**config.mk**
```make
export PLATFORM = sky130hd
export DESIGN_NAME = esp_ctrl
export DESIGN_NICKNAME = d
export VERILOG_FILES = /design/src/rtl/esp_pkg.sv /design/src/rtl/esp_ctrl.sv
export SDC_FILE = /design/constraint.sdc
export NUM_CORES = 1
export LEC_CHECK = 0
export BUFFER_PORTS_ARGS = -buffer_cell sky130_fd_sc_hd__buf_2
export CAP_MARGIN = 20
export CORE_UTILIZATION = 35
export CTS_BUF_LIST = sky130_fd_sc_hd__clkbuf_16
export DETAILED_ROUTE_END_ITERATION = 8
export REMOVE_ABC_BUFFERS = 1
export SYNTH_ARGS = -nofsm -noshare
export SYNTH_HDL_FRONTEND = slang
export SYNTH_SLANG_ARGS = --single-unit
export TNS_END_PERCENT = 1
```
**constraint.sdc**
```tcl
create_clock -name clk -period 3.2 [get_ports clk]
set_clock_uncertainty 0.2 [all_clocks]
set_input_delay 0.16 -clock clk [delete_from_list [all_inputs] [get_ports clk]]
set_output_delay 0.16 -clock clk [all_outputs]
set_load 0.1 [all_outputs]
```
**src/rtl/esp_pkg.sv**
```systemverilog
// Shared types and constants of the Euclidean shortest path unit.
// Used by the controller, the datapath, the square root unit and the top level.
`timescale 1ns / 1ps

package esp_pkg;

  localparam int MAX_NODES      = 1024;
  localparam int NODE_AW        = $clog2(MAX_NODES);
  localparam int MAX_EDGE_SLOTS = 8192;
  localparam int EDGE_AW        = $clog2(MAX_EDGE_SLOTS);
  localparam int EDGE_TOT_W     = EDGE_AW + 1;
  localparam int IDX_W          = 11;
  localparam int COORD_W        = 16;
  localparam int FRACTION_BITS  = 16;
  localparam int DIST_W         = 48;
  localparam int SQ_IN_W        = 2 * COORD_W + 2;
  localparam int ROOT_W         = SQ_IN_W / 2 + FRACTION_BITS;
  localparam int REM_W          = ROOT_W + 3;
  localparam int QCNT_W         = NODE_AW + 1;
  localparam int START_INT      = 114514;

  localparam logic [DIST_W-1:0] DIST_START = DIST_W'(START_INT) << FRACTION_BITS;
  localparam logic [DIST_W-1:0] DIST_MAX   = '1;

  typedef enum logic [1:0] {
    OP_LOAD_NODE = 2'd0,
    OP_ADD_EDGE  = 2'd1,
    OP_SOLVE     = 2'd2,
    OP_CLEAR     = 2'd3
  } op_t;

  typedef enum logic [4:0] {
    S_CLR, S_IDLE,
    S_E_CHK, S_E_RDA, S_E_RDB, S_E_DIF, S_E_SQX, S_E_SQY, S_E_RT0, S_E_ROOT,
    S_E_HA, S_E_HB, S_E_HL, S_E_LK1, S_E_LK2,
    S_S_INIT, S_S_SEED, S_S_POP, S_S_U, S_S_UD, S_S_HD, S_S_EDGE, S_S_ED,
    S_S_CMP, S_S_TGT, S_S_TD,
    S_EMIT
  } state_t;

  typedef enum logic [4:0] {
    STEP_NOP, STEP_CAPTURE, STEP_CLEAR,
    STEP_E_CHK, STEP_E_RDA, STEP_E_RDB, STEP_E_DIF, STEP_E_SQX, STEP_E_SQY,
    STEP_E_ROOT_GO, STEP_E_HA, STEP_E_HB, STEP_E_HL, STEP_E_LK1, STEP_E_LK2,
    STEP_S_INIT, STEP_S_SEED, STEP_S_POP, STEP_S_U, STEP_S_UD, STEP_S_HD,
    STEP_S_EDGE, STEP_S_ED, STEP_S_CMP, STEP_S_TGT, STEP_S_TD,
    STEP_EMIT
  } dp_step_t;

  typedef struct packed {
    dp_step_t step;
  } cmd_t;

  typedef struct packed {
    op_t  op;
    logic ep_ok;
    logic edge_full;
    logic src_ok;
    logic clr_last;
    logic root_done;
    logic edge_nil;
    logic q_empty;
    logic out_free;
  } status_t;

  typedef struct packed {
    logic [COORD_W-1:0] x;
    logic [COORD_W-1:0] y;
  } coord_t;

  typedef struct packed {
    logic [NODE_AW-1:0] tgt;
    logic [ROOT_W-1:0]  wt;
    logic [EDGE_AW-1:0] nxt;
  } edge_t;

  typedef struct packed {
    logic              mark;
    logic [DIST_W-1:0] cost;
  } node_t;

endpackage

```
**src/rtl/esp_ctrl.sv**
```systemverilog
// Controller state machine: sequences clearing sweeps, edge loads and SPFA solves.
// Depends on esp_pkg; drives the datapath by step commands.
`timescale 1ns / 1ps

module esp_ctrl (
  input  logic              clk,
  input  logic              rst_n,
  input  logic              in_valid,
  input  logic [1:0]        in_operation,
  output logic              in_ready,
  input  esp_pkg::status_t  status,
  output esp_pkg::cmd_t     cmd
);
  import esp_pkg::*;

  state_t state_r, state_nxt;

  // Next state
  always_comb begin
    state_nxt = state_r;
    case (state_r)
      S_CLR:    if (status.clr_last) state_nxt = S_IDLE;
      S_IDLE: begin
        if (in_valid) begin
          case (op_t'(in_operation))
            OP_LOAD_NODE: state_nxt = S_IDLE;
            OP_ADD_EDGE:  state_nxt = S_E_CHK;
            OP_SOLVE:     state_nxt = S_S_INIT;
            OP_CLEAR:     state_nxt = S_CLR;
            default:      state_nxt = S_IDLE;
          endcase
        end
      end
      S_E_CHK:  state_nxt = (status.ep_ok && !status.edge_full) ? S_E_RDA : S_EMIT;
      S_E_RDA:  state_nxt = S_E_RDB;
      S_E_RDB:  state_nxt = S_E_DIF;
      S_E_DIF:  state_nxt = S_E_SQX;
      S_E_SQX:  state_nxt = S_E_SQY;
      S_E_SQY:  state_nxt = S_E_RT0;
      S_E_RT0:  state_nxt = S_E_ROOT;
      S_E_ROOT: if (status.root_done) state_nxt = S_E_HA;
      S_E_HA:   state_nxt = S_E_HB;
      S_E_HB:   state_nxt = S_E_HL;
      S_E_HL:   state_nxt = S_E_LK1;
      S_E_LK1:  state_nxt = S_E_LK2;
      S_E_LK2:  state_nxt = S_EMIT;
      S_S_INIT: if (status.clr_last) state_nxt = status.src_ok ? S_S_SEED : S_S_TGT;
      S_S_SEED: state_nxt = S_S_POP;
      S_S_POP:  state_nxt = status.q_empty ? S_S_TGT : S_S_U;
      S_S_U:    state_nxt = S_S_UD;
      S_S_UD:   state_nxt = S_S_HD;
      S_S_HD:   state_nxt = S_S_EDGE;
      S_S_EDGE: state_nxt = status.edge_nil ? S_S_POP : S_S_ED;
      S_S_ED:   state_nxt = S_S_CMP;
      S_S_CMP:  state_nxt = S_S_EDGE;
      S_S_TGT:  state_nxt = S_S_TD;
      S_S_TD:   state_nxt = S_EMIT;
      S_EMIT:   if (status.out_free) state_nxt = S_IDLE;
      default:  state_nxt = S_IDLE;
    endcase
  end

  // Step commands
  always_comb begin
    in_ready = 1'b0;
    cmd.step = STEP_NOP;
    case (state_r)
      S_CLR:    cmd.step = STEP_CLEAR;
      S_IDLE: begin
        in_ready = 1'b1;
        cmd.step = STEP_CAPTURE;
      end
      S_E_CHK:  cmd.step = STEP_E_CHK;
      S_E_RDA:  cmd.step = STEP_E_RDA;
      S_E_RDB:  cmd.step = STEP_E_RDB;
      S_E_DIF:  cmd.step = STEP_E_DIF;
      S_E_SQX:  cmd.step = STEP_E_SQX;
      S_E_SQY:  cmd.step = STEP_E_SQY;
      S_E_RT0:  cmd.step = STEP_E_ROOT_GO;
      S_E_HA:   cmd.step = STEP_E_HA;
      S_E_HB:   cmd.step = STEP_E_HB;
      S_E_HL:   cmd.step = STEP_E_HL;
      S_E_LK1:  cmd.step = STEP_E_LK1;
      S_E_LK2:  cmd.step = STEP_E_LK2;
      S_S_INIT: cmd.step = STEP_S_INIT;
      S_S_SEED: cmd.step = STEP_S_SEED;
      S_S_POP:  cmd.step = STEP_S_POP;
      S_S_U:    cmd.step = STEP_S_U;
      S_S_UD:   cmd.step = STEP_S_UD;
      S_S_HD:   cmd.step = STEP_S_HD;
      S_S_EDGE: cmd.step = STEP_S_EDGE;
      S_S_ED:   cmd.step = STEP_S_ED;
      S_S_CMP:  cmd.step = STEP_S_CMP;
      S_S_TGT:  cmd.step = STEP_S_TGT;
      S_S_TD:   cmd.step = STEP_S_TD;
      S_EMIT:   cmd.step = STEP_EMIT;
      default:  cmd.step = STEP_NOP;
    endcase
  end

  always_ff @(posedge clk) begin
    if (!rst_n) begin
      state_r <= S_CLR;
    end else begin
      state_r <= state_nxt;
    end
  end

  a_no_accept_busy: assert property (@(posedge clk) disable iff (!rst_n)
    (in_valid && in_ready) |=> (state_r != S_EMIT))
    else $error("result stage entered straight from an accepted request");
  a_clr_exit: assert property (@(posedge clk) disable iff (!rst_n)
    (state_r == S_CLR && !status.clr_last) |=> (state_r == S_CLR))
    else $error("clearing sweep left early");
  a_emit_hold: assert property (@(posedge clk) disable iff (!rst_n)
    (state_r == S_EMIT && !status.out_free) |=> (state_r == S_EMIT))
    else $error("result dropped while output register full");

endmodule

```
==> results.cfg, run 1 <==
[logic_synthesis]
syn_inst = 118
netlist_area_um2 = 759
yosys-top-cells-area = dfxtp_1 (13%), o21ai_0 (7.9%), a21oi_1 (6.6%)
avgSynthCellArea_um2 = 6.44
synth_ff_type = dfxtp_1
yosys.cell_types.count = 44
synth_common_cells = nor2_1 (12), o21ai_0 (12), a21oi_1 (10)
yosys_warnings = 0
synth_async_sr_flop_share_pct = 0
netlist.area_leader.share_pct = 13.2
yosysSeqAreaShare_pct = 13.2
synth.largest_area_cell = dfxtp_1
synth_enable_flop_cells = 0
ys_ff_latch = 5

[final_layout]
fill_cells = 226
top_regs = state_r: 5 flops
finish.net_count = 149
multi_input_area_um2 = 571
regMostFlops = state_r
fin_area_um2 = 917
antenna_cells = 0
largest_reg_flops = 5
seqCellArea_um2 = 100
drive_gt1_share_pct = 21.4
syn_to_final_growth_pct = 20.8
instances_no_fill = 158

[grt]
antenna_found_initial = 0
grt_pass1_vias = 786
grt_pass1_wl_um = 3470
met2_usage_pct = 29.3
overflow = 0
grt_max_degree = 29
met3_usage_pct = 4.72
grt_util_met1_pct = 25.0
track_usage_pct = 18.4
top_usage_layer = met2

[die]
ios = 21
die_y_um = 48.6
core_area_mm2 = 0.00200
die_w_um = 48.6
initial_core_util_pct = 37.9
std_cell_rows = 16
die-area_mm2 = 0.00236

[worst_setup_path]
cp.required_ns = 2.84
endpoint_kind = primary output
path_max_fanout = 28
critPathArrivalTime_ns = 2.11
reg2reg_depth = 6
cp-start-kind = flip-flop
criticalPathCategory = reg -> out

[clock_network]
cts_resized = 0
cts_hold_buf = 1
cts_buffers = 3
clock_tree.htree_level_count = 1
cts_tree = built
cts_setup_buffers = 0
clk_path_buf_depth = 2
cts_root_buffer = clkbuf_16
clk_latency_ns = 0.22
clock_sinks = 5
path_clk_slew_ns = 0.03

[sta]
hold_viol = 0
rsz0062_at_grt = no
slew_headroom_pct = 42.5
finalSetupTns_ns = 0
timing.fmax_mhz = 405
min_period_ns = 2.47
tightest_slew_ns = 0.862
slew_viol_final = 0
setup_ws_ns = 0.732
period_share_pct = 77.1
setup_viol_count_final = 0

[route]
routed_wl_um = 2040
ant_nets = 0
drc = 0
vias = 891
dr.pass1.iters = 4
detail_route.wl_per_cell_um = 12.9
dr.first_iter.drc_count = 33
vias_per_cell = 5.64

[job]
maxCapViolCount = 0

[hold_path]
min_path_cells = 4
hold_path.class = in -> reg

[placement]
gp_congestion = 0.794
placed_area_um2 = 828
dp_hpwl_um = 1430
post-place-ws_ns = 0.969
portBuffers = 18
dp_cells = 153

[outcome]
status = completed
area by class of cell:
type / instances / area share, %
clock inverters: 1 / 0.409
repair buffers: 20 / 11.7
well taps: 27 / 3.68
multi-input cells: 95 / 62.2
flip-flops and latches: 5 / 10.9
clock buffers: 3 / 8.19
inverters: 7 / 2.86
logic make-up after synthesis:
group | synth area share (%)
compound gates | 40.4
simple gates | 31.5
buf+inv | 11.7
flops | 13.2
fa+ha+maj | 3.29
per-layer routing:
metal | up-vias | wire (um)
met4 | 0 | 8
met5 | - | 0
met3 | 2 | 123
met1 | 401 | 997
met2 | 29 | 912
li1 | 459 | -
cells in the final DEF, fill, tap and decap left out, types with 3 or more instances in the layout:
master and n:
o21ai_1 5, nor3_1 5, o21ai_0 12, nor2b_1 5, nand2_1 9, nor2_1 12, dfxtp_1 5, clkbuf_16 3
a21oi_1 10, inv_1 6, buf_2 18, nand2b_1 3
stage by stage:
step	hold slack, ns	util (%)
4_1_cts	0.0726	45.8
3_3_place_gp	0.206	41.4
5_1_grt	0.0822	45.8
3_5_place_dp	0.209	41.4
6_report	0.0725	45.8
2_1_floorplan	0.0934	-
path summary, 6_finish.rpt:
check                     startpoint                       to  slack [ns]
max          state_r[3]$_SDFFE_PN0P_                   cmd[0]        0.73
min                        status[4]  state_r[2]$_SDFFE_PN0P_        0.07
max reg2reg  state_r[2]$_SDFFE_PN0P_  state_r[1]$_SDFFE_PN0P_        0.94
min reg2reg  state_r[1]$_SDFFE_PN0P_  state_r[2]$_SDFFE_PN0P_        0.56
critical path, stage by stage (launching register included):
cell and delay (ns):
dfxtp_1 0.87, nor3_1 0.20, o21ai_0 0.21, o311a_1 0.18
buf_2 0.42
Power of run 1 is not shown: default switching activity piles up to over one toggle a cycle in this logic, so the estimate is an artifact.
==> inputs of run 2 (changes only) <==
--- a/config.mk
+++ b/config.mk
@@ -5,6 +5,7 @@
 export SDC_FILE = /design/constraint.sdc
 export NUM_CORES = 1
 export LEC_CHECK = 0
+export ABC_AREA = 1
 export BUFFER_PORTS_ARGS = -buffer_cell sky130_fd_sc_hd__buf_2
 export CAP_MARGIN = 20
 export CORE_UTILIZATION = 35
==> constraint.sdc (replaced) <==
create_clock -name clk -period 2.5 [get_ports clk]
set_clock_uncertainty 0.2 [all_clocks]
set_input_delay 0.125 -clock clk [delete_from_list [all_inputs] [get_ports clk]]
set_output_delay 0.125 -clock clk [all_outputs]
set_load 0.1 [all_outputs]
==> run 2 against run 1 <==
Net effect: sequential share of layout area fell by 2.2 points; design area rose by 25%; synthesized area rose by 24%; register-to-register slack got worse by 0.32 ns; die area rose by 23%; global-route usage rose by 3.6 points; non-clock buffer count rose by 3; via count rose by 32%; synthesized cell count rose by 50%; largest cell class unchanged.
==> results.cfg, run 2 <==
[worst_setup_path]
path_max_fanout = 7
endpoint_kind = primary output
cp-start-kind = flip-flop
criticalPathCategory = reg -> out
cp.required_ns = 2.17
rr_startpoint = state_r[3]$_SDFFE_PN0P_
critPathArrivalTime_ns = 1.98
critPathLaunch = state_r[2]$_SDFFE_PN0P_

[sta]
setup_ws_ns = 0.199
rsz0062_at_grt = no
hold_viol = 0
timing.fmax_mhz = 435
min_period_ns = 2.30
slew_headroom_pct = 67.8
slew_viol_final = 0
tightest_slew_ns = 0.487
setup_viol_count_final = 0
period_share_pct = 92.0

[route]
ant_nets = 0
detail_route.wl_per_cell_um = 12.4
vias_per_cell = 5.16
routed_wl_um = 2830
vias = 1176
dr.first_iter.drc_count = 55
drc = 0
dr.pass1.iters = 4

[power]
power_mw = 1.69
leakage_nw = 0.644
p_per_area_mw_per_mm2 = 1470
peakVddDrop_mv = 0.918

[clock_network]
clock_tree.htree_level_count = 1
clk_latency_ns = 0.23
path_clk_slew_ns = 0.04
clock_sinks = 5
cts_tree = built
clk_path_buf_depth = 2
cts_buffers = 3
cts_root_buffer = clkbuf_16

[logic_synthesis]
synth_ff_type = dfxtp_1
yosys-top-cells-area = nand2_1 (16%), nand3_1 (13%), nor2_1 (12%)
yosys_warnings = 0
yosysSeqAreaShare_pct = 10.6
synth_enable_flop_cells = 0
synth_async_sr_flop_share_pct = 0
yosys.cell_types.count = 24
synth.largest_area_cell = nand2_1
synth_common_cells = nand2_1 (40), nor2_1 (30), nand3_1 (24)
syn_inst = 177
synth.most_common_cell = nand2_1
ys_ff_latch = 5
netlist_area_um2 = 943
avgSynthCellArea_um2 = 5.33
netlist.area_leader.share_pct = 15.9

[die]
std_cell_rows = 18
ios = 21
initial_core_util_pct = 37.4
die_w_um = 53.9
die_y_um = 53.9
core_area_mm2 = 0.00252
die-area_mm2 = 0.00291

[placement]
gp_congestion = 0.922
dp_cells = 223
portBuffers = 18
post-place-ws_ns = 0.474
dp_hpwl_um = 2330

[grt]
grt_pass1_vias = 1001
grt_max_degree = 12
overflow = 0
antenna_found_initial = 0
grt_pass1_wl_um = 4640
track_usage_pct = 22.1

[outcome]
status = completed

[final_layout]
final_cell_mix = nand2_1 (40), nor2_1 (30), nand3_1 (24)
fill_cells = 296
instances_no_fill = 228
top_regs = state_r: 5 flops
final_core_util_pct = 45.5
finish.net_count = 216
regMostFlops = state_r
syn_to_final_growth_pct = 21.6
drive_gt1_share_pct = 26.3
largest_reg_flops = 5
final_common_cell = nand2_1
antenna_cells = 0

[hold_path]
hold_path.class = in -> reg
min_from = status[0]

[job]
maxCapViolCount = 0
run 2: changes by cell type after synthesis, moves of 4 or more:
cell	before	now
nand2_1	9	40
nand3_1	2	24
nor2_1	12	30
inv_1	5	17
o21ai_0	12	3
inv_2	1	9
nand4_1	1	7
nand2_2	0	5
nor2b_1	5	0
nand3_2	0	4
nor2_4	0	4
run 2: logic make-up after synthesis:
family,Yosys count,share of synthesized area (%)
and+or+nand+nor,121,62.1
adders and majority gates,2,2.65
DFF,5,10.6
AOI/OAI and AO/OA,16,9.02
buffers and inverters,33,15.6
run 2: final timing paths:
check,end,slack (ns),depth (start not counted)
hold reg to reg,state_r[1]$_SDFFE_PN0P_,0.44,2
hold / removal,state_r[4]$_SDFFE_PN0P_,0.005,4
setup reg to reg,state_r[0]$_SDFFE_PN0P_,0.62,10
setup / recovery,cmd[0],0.20,9
run 2: timing repair:
item | 4_1_cts | 5_1_grt
setup buffers | 0 | 0
gates resized for setup | 0 | 0
hold buffers | 1 | 0
endpoints found under the hold margin | 3 | 0
run 2: worst max-delay path, stage by stage (launching register included):
cell and delay [ns]:
dfxtp_1 0.50, inv_2 0.13, nor2_4 0.18, nand2_1 0.09
nand2_1 0.08, inv_1 0.06, o21ai_0 0.14, nor3_1 0.06
nand4_1 0.06, buf_2 0.43
run 2: metal layers:
metal	part of all wire [%]	track usage [%]	vias up
li1	-	-	618
met1	46	31.5	510
met2	46	35.6	46
met3	6.9	3.39	2
met4	0.99	2.19	0
met5	0	0	-
run 2: cell type report:
| cell class | instances | area, um2 | area share (%) |
|---|---|---|---|
| multi-input cells | 139 | 696 | 60.6 |
| repair buffers | 23 | 130 | 11.3 |
| inverters | 27 | 104 | 9.05 |
| flip-flops and latches | 5 | 100 | 8.72 |
| clock buffers | 3 | 75.1 | 6.54 |
| well taps | 30 | 37.5 | 3.27 |
| clock inverters | 1 | 5.00 | 0.436 |
run 2: stage by stage:
stage	cell area, um2	hold slack (ns)	setup TNS (ns)
global placement	1060	0.191	0
CTS	1150	0.00200	0
global route	1150	0.0402	0
detailed placement	1060	0.199	0
floorplan	900	0.0700	-0.110
finish	1150	0.00544	0
run 2: report_power, final:
| group | total, mW | internal [mW] | switching (mW) |
|---|---|---|---|
| registers | 0.194 | 0.108 | 0.0864 |
| logic | 1.23 | 0.282 | 0.951 |
| clock network | 0.260 | 0.209 | 0.0509 |
| total | 1.69 | 0.598 | 1.09 |
No activity file was read; power rests on OpenSTA's default activity.
==> inputs of run 3 (changes only) <==
==> constraint.sdc (replaced) <==
create_clock -name clk -period 2 [get_ports clk]
set_clock_uncertainty 0.2 [all_clocks]
set_input_delay 0.1 -clock clk [delete_from_list [all_inputs] [get_ports clk]]
set_output_delay 0.1 -clock clk [all_outputs]
set_load 0.1 [all_outputs]
==> run 3 against run 2 <==
Net effect: sequential power increased by 24%; non-clock buffer count is 6 higher; global-route usage increased by 1.2 points; design area up 16%; cell count rose by 2.6%; critical path type unchanged.
==> results.cfg, run 3 (synthesized netlist as in run 2, its figures left out) <==
[clock_network]
clock_sinks = 5
clk_latency_ns = 0.22
cts_tree = built
path_clk_slew_ns = 0.03
cts_root_buffer = clkbuf_16
clk_path_buf_depth = 2
cts_buffers = 3
clock_tree.htree_level_count = 1

[grt]
antenna_found_initial = 0
grt_max_degree = 19
track_usage_pct = 23.3
grt_pass1_wl_um = 4880
overflow = 0
grt_pass1_vias = 1139

[route]
vias_per_cell = 5.51
ant_nets = 0
drc = 0
met3_wirelength_um = 371
detail_route.wl_per_cell_um = 12.8
dr.max_layer_used = met4
dr.pass1.iters = 5
dr.first_iter.drc_count = 71
routed_wl_um = 2990
vias = 1289
drt-met1-wl_um = 1210
dr_wl_met2_um = 1340

[sta]
min_period_ns = 1.91
tightest_slew_ns = 0.326
hold_viol = 0
slew_viol_final = 0
rsz0062_at_grt = no
setup_viol_count_final = 0
period_share_pct = 95.7
slew_headroom_pct = 78.2
finalSetupTns_ns = 0
hold_ws_ns = 0.0719
timing.fmax_mhz = 523

[final_layout]
seqCellArea_um2 = 115
syn_to_final_growth_pct = 41.5
finish.net_count = 222
antenna_cells = 0
final_common_cell = nand2_1
multi_input_area_um2 = 713
top_regs = state_r: 5 flops
fill_cells = 261
final_cell_mix = nand2_1 (40), nor2_1 (28), nand3_1 (24)
drive_gt1_share_pct = 29.9
regMostFlops = state_r
final_core_util_pct = 52.9
instances_no_fill = 234
largest_reg_flops = 5

[die]
die_w_um = 53.9
std_cell_rows = 18
initial_core_util_pct = 37.4
core_area_mm2 = 0.00252
die_y_um = 53.9
ios = 21
die-area_mm2 = 0.00291

[job]
maxCapViolCount = 0

[worst_setup_path]
path_max_fanout = 7
endpoint_kind = primary output
criticalPathCategory = reg -> out
critPathArrivalTime_ns = 1.61
cp.required_ns = 1.70
cp-start-kind = flip-flop

[placement]
dp_hpwl_um = 2300
dp_cells = 224
portBuffers = 18
gp_congestion = 0.961

[outcome]
status = completed

[power]
peakVddDrop_mv = 1.52
p_per_area_mw_per_mm2 = 1880
power_mw = 2.51
leakage_nw = 0.703

[hold_path]
hold_path.class = in -> reg
run 3: changes by cell type in the layout (fill, tap and decap cells not counted), moves of 2 or more:
cell and change:
buf_4 +2, nor2_1 -2, dfxtp_4 +4, buf_2 -6, buf_12 +7, dlygate4sd3_1 +2, dfxtp_1 -4
run 3: metal layers:
metal / up-vias / global-route usage, %
met5: - / 0
met4: 0 / 5.70
met3: 12 / 5.08
met2: 94 / 37.4
met1: 554 / 31.1
li1: 629 / -
run 3: what timing repair did:
item,4_1_cts,5_1_grt
pin swaps,0,2
hold buffers,3,0
buffers inserted,0,3
endpoints found under the hold margin,5,0
resized for setup,4,9
setup endpoints to repair,2,2
run 3: final timing paths:
| check | startpoint | end | slack (ns) | cells past startpoint |
|---|---|---|---|---|
| max | state_r[2]$_SDFFE_PN0P_ | cmd[0] | 0.09 | 9 |
| min | status[2] | state_r[0]$_SDFFE_PN0P_ | 0.07 | 5 |
| max reg2reg | state_r[2]$_SDFFE_PN0P_ | state_r[0]$_SDFFE_PN0P_ | 0.32 | 9 |
| min reg2reg | state_r[3]$_SDFFE_PN0P_ | state_r[3]$_SDFFE_PN0P_ | 0.34 | 2 |
run 3: layout make-up:
cell class | count | area share [%]
inverter | 27 | 7.78
timing repair buffer | 29 | 21.5
sequential | 5 | 8.62
tap | 30 | 2.81
clock inverter | 1 | 0.281
multi-input combinational | 139 | 53.4
clock buffer | 3 | 5.62
run 3: worst max-delay path: stages, from the launching register on:
cell and delay [ns]:
dfxtp_4 0.39, inv_2 0.08, nor2_4 0.15, nand2_1 0.09, nand2_1 0.07, inv_1 0.06, o21ai_0 0.15, nor3_1 0.06
nand4_1 0.14, buf_12 0.19
run 3: metrics by stage:
stage | setup WS [ns] | instance area, um2
4_1_cts | 0.0583 | 1280
3_3_place_gp | 0.196 | 1170
3_5_place_dp | 0.185 | 1170
2_1_floorplan | -0.585 | 900
5_1_grt | 0.0118 | 1340
6_report | 0.0863 | 1340
run 3: power breakdown:
| group | switching (mW) | internal, mW | total (mW) |
|---|---|---|---|
| Sequential | 0.0878 | 0.153 | 0.241 |
| Clock | 0.0596 | 0.258 | 0.318 |
| Combinational | 1.29 | 0.663 | 1.95 |
| Total | 1.43 | 1.07 | 2.51 |
